$ cat src/rtl/rau_pkg.sv
`timescale 1ns / 1ps
package rau_pkg;

    localparam int OPW  = 16;
    localparam int PW   = 2 * OPW;
    localparam int NW   = PW + 1;
    localparam int NUMW = 33;
    localparam int DENW = 32;
    localparam int CW   = $clog2(NW + 1);

    localparam logic [1:0] OP_ADD = 2'd0;
    localparam logic [1:0] OP_SUB = 2'd1;
    localparam logic [1:0] OP_MUL = 2'd2;
    localparam logic [1:0] OP_DIV = 2'd3;

    typedef struct packed {
        logic [1:0]            func;
        logic signed [OPW-1:0] a_num;
        logic signed [OPW-1:0] a_den;
        logic signed [OPW-1:0] b_num;
        logic signed [OPW-1:0] b_den;
    } t_in;

    typedef struct packed {
        logic signed [NUMW-1:0] res_num;
        logic signed [DENW-1:0] res_den;
        logic                   zero_gcd_error;
    } t_out;

    // Datapath commands from the controller.
    typedef struct packed {
        logic load;
        logic mul1;
        logic mul2;
        logic form;
        logic div_start;
        logic div_step;
        logic rem_take;
        logic q_num;
        logic q_den;
        logic publish;
    } t_cmd;

    // Datapath status to the controller.
    typedef struct packed {
        logic y_zero;
        logic g_zero;
        logic div_last;
    } t_sts;

endpackage

$ cat src/rtl/rational_arith_unit.sv
`timescale 1ns / 1ps
// Exact add, subtract, multiply or divide of two 16-bit fractions, reduced by
// a gcd found with Euclid's algorithm on truncating remainders, so signs follow
// C. Both raw parts zero gives 0/0 with zero_gcd_error set. One transaction is
// worked at a time: it is accepted and its products formed, then each Euclid
// step runs on the one-bit-a-cycle restoring divider, then the two quotients
// are found and moved to the output register. A finished result waits in its
// own register, so the next transaction can be taken while it waits.
module rational_arith_unit
    import rau_pkg::*;
(
    input  logic i_clk,
    input  logic i_rst_n,
    input  logic i_in_valid,
    output logic o_in_ready,
    input  t_in  i_in_data,
    output logic o_out_valid,
    input  logic i_out_ready,
    output t_out o_out_data
);

    t_cmd cmd;
    t_sts sts;

    rau_ctrl u_ctrl (
        .i_clk       (i_clk),
        .i_rst_n     (i_rst_n),
        .i_in_valid  (i_in_valid),
        .o_in_ready  (o_in_ready),
        .o_out_valid (o_out_valid),
        .i_out_ready (i_out_ready),
        .i_sts       (sts),
        .o_cmd       (cmd)
    );

    rau_datapath u_dp (
        .i_clk  (i_clk),
        .i_cmd  (cmd),
        .i_item (i_in_data),
        .o_sts  (sts),
        .o_res  (o_out_data)
    );

endmodule

$ cat src/rtl/rau_datapath.sv
`timescale 1ns / 1ps
module rau_datapath
    import rau_pkg::*;
(
    input  logic i_clk,
    input  t_cmd i_cmd,
    input  t_in  i_item,
    output t_sts o_sts,
    output t_out o_res
);

    logic [1:0]             r_func;
    logic signed [OPW-1:0]  r_an, r_ad, r_bn, r_bd;
    logic signed [PW-1:0]   r_p0, r_p1, r_pd;
    logic signed [NW-1:0]   r_n, r_d, r_x, r_y;
    logic [NW-1:0]          r_rem, r_quo, r_dsr;
    logic                   r_qneg, r_rneg;
    logic [CW-1:0]          r_cnt;
    logic signed [NUMW-1:0] r_rnum;
    logic signed [DENW-1:0] r_rden;
    logic                   r_err;
    t_out                   r_out;

    logic signed [OPW-1:0]  m0a, m0b, m1a, m1b;
    logic signed [PW-1:0]   prod0, prod1;
    logic signed [NW-1:0]   dvd, dvs, nform;
    logic [NW-1:0]          absd, abss, trial, remsh, qres, rres;

    // Operand selection for the two multipliers, used in MUL1 and MUL2.
    always_comb begin
        m0a = r_an;
        m0b = r_bd;
        m1a = r_ad;
        m1b = r_bn;
        if (i_cmd.mul2) begin
            m0a = r_ad;
            m0b = (r_func == OP_DIV) ? r_bn : r_bd;
            m1a = r_an;
            m1b = r_bn;
        end
    end

    assign prod0 = PW'(m0a * m0b);
    assign prod1 = PW'(m1a * m1b);

    // Raw numerator from the registered products (r_pd for a multiply).
    always_comb begin
        unique case (r_func)
            OP_ADD:  nform = NW'(r_p0) + NW'(r_p1);
            OP_SUB:  nform = NW'(r_p0) - NW'(r_p1);
            OP_MUL:  nform = NW'(r_pd);
            default: nform = NW'(r_p0);
        endcase
    end

    // Dividend and divisor for the shared serial divider.
    always_comb begin
        dvd = r_x;
        dvs = r_y;
        if (i_cmd.q_num) begin
            dvd = r_n;
            dvs = r_x;
        end else if (i_cmd.q_den) begin
            dvd = r_d;
            dvs = r_x;
        end
    end

    assign absd  = dvd[NW-1] ? NW'(-dvd) : dvd;
    assign abss  = dvs[NW-1] ? NW'(-dvs) : dvs;
    assign remsh = {r_rem[NW-2:0], r_quo[NW-1]};
    assign trial = remsh - r_dsr;
    assign qres  = r_qneg ? NW'(-r_quo) : r_quo;
    assign rres  = r_rneg ? NW'(-r_rem) : r_rem;

    // Restoring divider, one quotient bit a cycle, plus Euclid registers.
    always_ff @(posedge i_clk) begin
        if (i_cmd.load) begin
            r_func <= i_item.func;
            r_an   <= i_item.a_num;
            r_ad   <= i_item.a_den;
            r_bn   <= i_item.b_num;
            r_bd   <= i_item.b_den;
        end
        if (i_cmd.mul1) begin
            r_p0 <= prod0;
            r_p1 <= prod1;
        end
        if (i_cmd.mul2) begin
            r_pd <= prod1;
            r_d  <= NW'(prod0);
            r_y  <= NW'(prod0);
        end
        if (i_cmd.form) begin
            r_n <= nform;
            r_x <= nform;
        end
        if (i_cmd.div_start) begin
            r_rem  <= '0;
            r_quo  <= absd;
            r_dsr  <= abss;
            r_qneg <= dvd[NW-1] ^ dvs[NW-1];
            r_rneg <= dvd[NW-1];
            r_cnt  <= '0;
        end
        if (i_cmd.div_step) begin
            r_cnt <= r_cnt + 1'b1;
            if (!trial[NW-1] || remsh[NW-1]) begin
                r_rem <= trial;
                r_quo <= {r_quo[NW-2:0], 1'b1};
            end else begin
                r_rem <= remsh;
                r_quo <= {r_quo[NW-2:0], 1'b0};
            end
        end
        if (i_cmd.rem_take) begin
            r_x <= r_y;
            r_y <= rres;
        end
        if (i_cmd.q_num) begin
            r_rnum <= NUMW'(qres);
            r_err  <= 1'b0;
        end
        if (i_cmd.q_den) begin
            r_rden <= DENW'(qres);
        end
        if (i_cmd.load) begin
            r_err <= 1'b1;
            r_rnum <= '0;
            r_rden <= '0;
        end
    end

    // Output register, loaded once the result is complete.
    always_ff @(posedge i_clk) begin
        if (i_cmd.publish) begin
            r_out.res_num        <= r_rnum;
            r_out.res_den        <= r_rden;
            r_out.zero_gcd_error <= r_err;
        end
    end

    assign o_sts.y_zero   = (r_y == '0);
    assign o_sts.g_zero   = (r_x == '0);
    assign o_sts.div_last = (r_cnt == CW'(NW - 1));

    assign o_res = r_out;

endmodule

$ cat src/rtl/rau_ctrl.sv
`timescale 1ns / 1ps
module rau_ctrl
    import rau_pkg::*;
(
    input  logic i_clk,
    input  logic i_rst_n,
    input  logic i_in_valid,
    output logic o_in_ready,
    output logic o_out_valid,
    input  logic i_out_ready,
    input  t_sts i_sts,
    output t_cmd o_cmd
);

    typedef enum logic [8:0] {
        S_IDLE  = 9'b000000001,
        S_MUL1  = 9'b000000010,
        S_MUL2  = 9'b000000100,
        S_FORM  = 9'b000001000,
        S_TEST  = 9'b000010000,
        S_RSTEP = 9'b000100000,
        S_QNUM  = 9'b001000000,
        S_QDEN  = 9'b010000000,
        S_DONE  = 9'b100000000
    } t_state;

    t_state r_state, n_state;
    logic   r_run, n_run;   // second phase of the state: a divide finished, or in QDEN one running
    logic   r_ovalid, n_ovalid;
    logic   in_acc;

    // A new transaction is taken while the previous result still waits.
    assign o_in_ready  = (r_state == S_IDLE);
    assign in_acc      = i_in_valid && o_in_ready;
    assign o_out_valid = r_ovalid;

    always_comb begin
        n_state  = r_state;
        n_run    = r_run;
        n_ovalid = r_ovalid;
        o_cmd    = '0;
        if (r_ovalid && i_out_ready) begin
            n_ovalid = 1'b0;
        end
        unique case (r_state)
            S_IDLE: begin
                if (in_acc) begin
                    o_cmd.load = 1'b1;
                    n_state    = S_MUL1;
                end
            end
            S_MUL1: begin
                o_cmd.mul1 = 1'b1;
                n_state    = S_MUL2;
            end
            S_MUL2: begin
                o_cmd.mul2 = 1'b1;
                n_state    = S_FORM;
            end
            S_FORM: begin
                o_cmd.form = 1'b1;
                n_state    = S_TEST;
            end
            S_TEST: begin
                if (!i_sts.y_zero) begin
                    o_cmd.div_start = 1'b1;
                    n_state         = S_RSTEP;
                end else if (i_sts.g_zero) begin
                    n_state = S_DONE;
                end else begin
                    o_cmd.div_start = 1'b1;
                    o_cmd.q_num     = 1'b1;
                    n_state         = S_QNUM;
                end
            end
            S_RSTEP: begin
                o_cmd.div_step = 1'b1;
                if (i_sts.div_last) begin
                    n_state = S_TEST;
                    n_run   = 1'b1;
                end
            end
            S_QNUM: begin
                if (!r_run) begin
                    o_cmd.div_step = 1'b1;
                    if (i_sts.div_last) n_run = 1'b1;
                end else begin
                    o_cmd.q_num     = 1'b1;
                    o_cmd.q_den     = 1'b0;
                    o_cmd.div_start = 1'b0;
                    n_run           = 1'b0;
                    n_state         = S_QDEN;
                end
            end
            S_QDEN: begin
                if (!r_run) begin
                    o_cmd.q_den     = 1'b1;
                    o_cmd.div_start = 1'b1;
                    n_run           = 1'b1;
                end else begin
                    o_cmd.div_step = 1'b1;
                    if (i_sts.div_last) begin
                        n_state = S_DONE;
                    end
                end
            end
            S_DONE: begin
                // Capture D/g first when its divide ran, then move the result to the output register.
                if (r_run) begin
                    o_cmd.q_den = 1'b1;
                    n_run       = 1'b0;
                end else if (!r_ovalid || i_out_ready) begin
                    o_cmd.publish = 1'b1;
                    n_ovalid      = 1'b1;
                    n_state       = S_IDLE;
                end
            end
            default: n_state = S_IDLE;
        endcase
        // The remainder of a finished Euclid step is taken back in TEST.
        if (r_state == S_TEST && r_run) begin
            o_cmd.rem_take  = 1'b1;
            o_cmd.div_start = 1'b0;
            o_cmd.q_num     = 1'b0;
            n_state         = S_TEST;
            n_run           = 1'b0;
        end
        // Quotient N/g captures once its divide finishes.
        if (r_state == S_QNUM && r_run) begin
            o_cmd.q_num = 1'b1;
        end
    end

    always_ff @(posedge i_clk) begin
        if (!i_rst_n) begin
            r_state  <= S_IDLE;
            r_run    <= 1'b0;
            r_ovalid <= 1'b0;
        end else begin
            r_state  <= n_state;
            r_run    <= n_run;
            r_ovalid <= n_ovalid;
        end
    end

endmodule

$ cat config.mk
export PLATFORM = sky130hd
export DESIGN_NAME = rational_arith_unit
export DESIGN_NICKNAME = d
export VERILOG_FILES = /design/src/rtl/rau_pkg.sv /design/src/rtl/rational_arith_unit.sv /design/src/rtl/rau_datapath.sv /design/src/rtl/rau_ctrl.sv
export SDC_FILE = /design/constraint.sdc
export NUM_CORES = 2
export LEC_CHECK = 0
export BUFFER_PORTS_ARGS = -buffer_cell sky130_fd_sc_hd__buf_2
export CAP_MARGIN = 20
export CELL_PAD_IN_SITES_DETAIL_PLACEMENT = 1
export CELL_PAD_IN_SITES_GLOBAL_PLACEMENT = 2
export CORE_MARGIN = 3
export CORE_UTILIZATION = 30
export CTS_CLUSTER_DIAMETER = 50
export CTS_CLUSTER_SIZE = 12
export DETAILED_ROUTE_END_ITERATION = 16
export GPL_TIMING_DRIVEN = 0
export PLACE_DENSITY_LB_ADDON = 0.1
export SETUP_SLACK_MARGIN = 0.05
export SYNTH_ARGS = -nofsm -noshare
export SYNTH_HDL_FRONTEND = slang
export SYNTH_HIERARCHICAL = 1
export SYNTH_SLANG_ARGS = --single-unit
export TNS_END_PERCENT = 20
$ cat constraint.sdc
create_clock -name i_clk -period 30.9 [get_ports i_clk]
set_clock_uncertainty 0.15 [all_clocks]
set_input_delay 1.545 -clock i_clk [delete_from_list [all_inputs] [get_ports i_clk]]
set_output_delay 1.545 -clock i_clk [all_outputs]
set_load 0.02 [all_outputs]
==> run_results.csv <==
group,metric,value,unit
run_status,status,"finished clean",
global_route,track_usage,0.209,
routing,via_count,33900,
cells_and_area,n_fill_cell,17300,
cells_and_area,syn2layout_area_growth,14.7,%
routing,drc,0,
routing,wl_per_cell,24.2,µm
floorplan,row_count,144,
cells_and_area,drive_above_1_share,0.105,
sta,max_freq,86.8,MHz
sta,finalSetupViolations,0,
clocking,cts_tree,"yes",
floorplan,design.core.area,155000,µm²
sta,period_share,0.373,
setup_path,critPathCaptureType,"flop",
synth,synth_enable_flop_cells,466,
global_route,grt_pass1_vias,36900,
synth,syn_inst,4562,
global_route,grt_pass1_wl,253,mm
global_route,grt_overflow,0,
placement,gp_congestion,0.868,
hold_path,hold_class,"reg -> reg",
routing,wl,168,mm
clocking,clk_latency,0.73,ns
setup_path,critPathTopFamily,"adder cells",
sta,rsz0062_at_grt,"no",
placement,hpwl,139,mm
setup_path,crit_top_cell,"fa_1",
clocking,post-cts-setup-buffers,0,
setup_path,worst-endpoint-arrival,11.97,ns
floorplan,die_width,403,µm
synth,synth_top_cell_by_area,"edfxtp_1",
setup_path,start_kind,"flop",
synth,synth_area_per_cell,10.3,µm²
clocking,cts_resized,0,
setup_path,criticalPathCategory,"reg -> reg",
sta,tightest_slew,1.29,ns
synth,synthArstFlopShare,0,
synth,synth-seq-area-share,0.329,
routing,top_layer,"met4",
synth,yosys-top-cells-area,"edfxtp_1, fa_1, ha_1",
floorplan,die-area,162000,µm²
synth,post_synth_num_cell_types,77,
clocking,htreeDepth,3,
sta,final_max_slew_viol_count,0,
routing,wl_met1,79.7,mm
sta,finalHoldViolCount,0,
clocking,numCtsBuffers,89,
setup_path,path_max_fanout,33,
routing,firstDrtPassIters,5,
routing,drt-initial-drc-count,1734,
global_route,grt_max_degree,63,
sta,fin_crit,11.52,ns
sta,slew_headroom,0.134,
clocking,clockRootBuffer,"clkbuf_16",
placement,port_buffers,137,
setup_path,critPathBufInv,8,
setup_path,cp_slowest_cell,"mux2i_1",
job,cap_viol_max_count,0,
cells_and_area,finalNetCount,5670,
synth,synthesis.nets,5393,
clocking,path_clk_slew,0.06,ns
clocking,cts.sinks,543,
setup_path,max_stage_delay,0.82,ns
routing,wl_met2,80.5,mm
synth,synth.cell_area,47200,µm²
floorplan,ioPinCount,138,
clocking,cts_hold_buf,0,
setup_path,worst-r2r-setup-slack,19.38,ns
sta,fin_tns_setup,0,ns
floorplan,die_h,403,µm
floorplan,start_util,0.304,
synth,ys_warn_count,6,
global_route,antenna_found_initial,4,
routing,route.met3.wl,4.72,mm
setup_path,cp.required,31.35,ns
routing,ant_nets,0,
synth,synth_ff_type,"edfxtp_1",
synth,synth_top_area_frac,0.296,
clocking,clk_path_buf_depth,3,
synth,ys_ff_latch,543,
routing,vias_per_cell,4.88,
[registers in the layout, indices dropped and copies added (netlist names), 33 cells and up]
name,cells
u_dp/r_n,33
u_dp/r_rnum,33
u_dp/r_dsr,33
u_dp/r_x,33
u_dp/r_y,33
u_dp/r_rem,33
u_dp/r_quo,33
u_dp/o_res,66
[cells by family after synthesis]
kind of cell,share of synthesized area
and+or+nand+nor,0.121
buffers and inverters,0.0656
adders and majority gates,0.285
AOI/OAI and AO/OA,0.0900
DFF,0.329
xor gates and xnor gates,0.0529
muxes,0.0565
[metal layers]
metal  vias to the layer above  global-route usage
li1                      15800                   -
met1                     17400               0.288
met2                       498               0.353
met3                       153              0.0223
met4                         0              0.0456
met5                         -                   0
[placed cells by master, fill, tap and decap left out, types with 90 or more instances in the layout]
cell type    n
xnor2_1    144
mux2i_1    141
buf_2      147
inv_1      659
and2_1     106
nor2_1     377
fa_1       526
ha_1       235
o21ai_0    161
nand2_1    442
edfxtp_1   466
clkbuf_1   132
mux2_2     106
xor2_1     140
a21oi_1    169
clkbuf_16   90
[metrics by stage]
step / utilization / instance area, µm² / cells / setup WS, ns / hold WS [ns]
2_1_floorplan: - / 47200 / 4562 / 21.09 / 0.258
3_5_place_dp: 0.329 / 51000 / 6789 / 19.14 / 0.267
6_report: 0.349 / 54200 / 6957 / 19.38 / 0.283
3_3_place_gp: 0.325 / 50500 / 6743 / 16.70 / 0.264
5_1_grt: 0.349 / 54200 / 6956 / 18.62 / 0.292
4_1_cts: 0.349 / 54100 / 6953 / 19.12 / 0.283
[worst paths after layout]
path                           from             end  depth (start not counted)
setup reg to reg  u_ctrl/r_state[7]    u_dp/r_y[24]                         29
setup / recovery  u_ctrl/r_state[7]    u_dp/r_y[24]                         29
hold / removal       u_dp/r_rnum[7]  u_dp/o_res[40]                          0
hold reg to reg      u_dp/r_rnum[7]  u_dp/o_res[40]                          0
[cells in the mapped netlist, drive strengths merged, types with 21 or more instances]
cell type  number
and2          107
o21ai         162
xor2          140
o21a           30
a31oi          23
nor2          380
clkbuf        126
or2            30
nor2b          30
ha            235
nand3          38
dfxtp          77
nor3           59
buf            33
xnor2         145
a21o           58
edfxtp        466
and3           21
mux2i         146
nand2         442
nand2b         23
a21oi         169
a211oi         81
nor4           37
o31ai          34
mux2          107
fa            526
inv           660
[layout make-up]
class	count	area [µm²]	share of cell area
diodes	1	2.50	0.0000462
plain buffers	159	619	0.0114
repair buffers	186	1210	0.0223
clock buffers	102	2340	0.0431
flip-flops and latches	543	15500	0.287
clock inverters	62	786	0.0145
multi-input cells	3200	28600	0.529
inverters	660	2480	0.0457
well taps	2044	2560	0.0472
[worst reg2reg max path: cells and delay by family (launching register included)]
family	cells	cell delay, ns
xor+xnor	1	0.76
mux	2	1.13
compound gates	5	1.33
buf+inv	8	1.95
flops	1	0.35
simple gates	6	2.26
fa+ha+maj	7	3.47
Power is not shown: default switching activity piles up to over one toggle a cycle in this logic, so the estimate is an artifact.
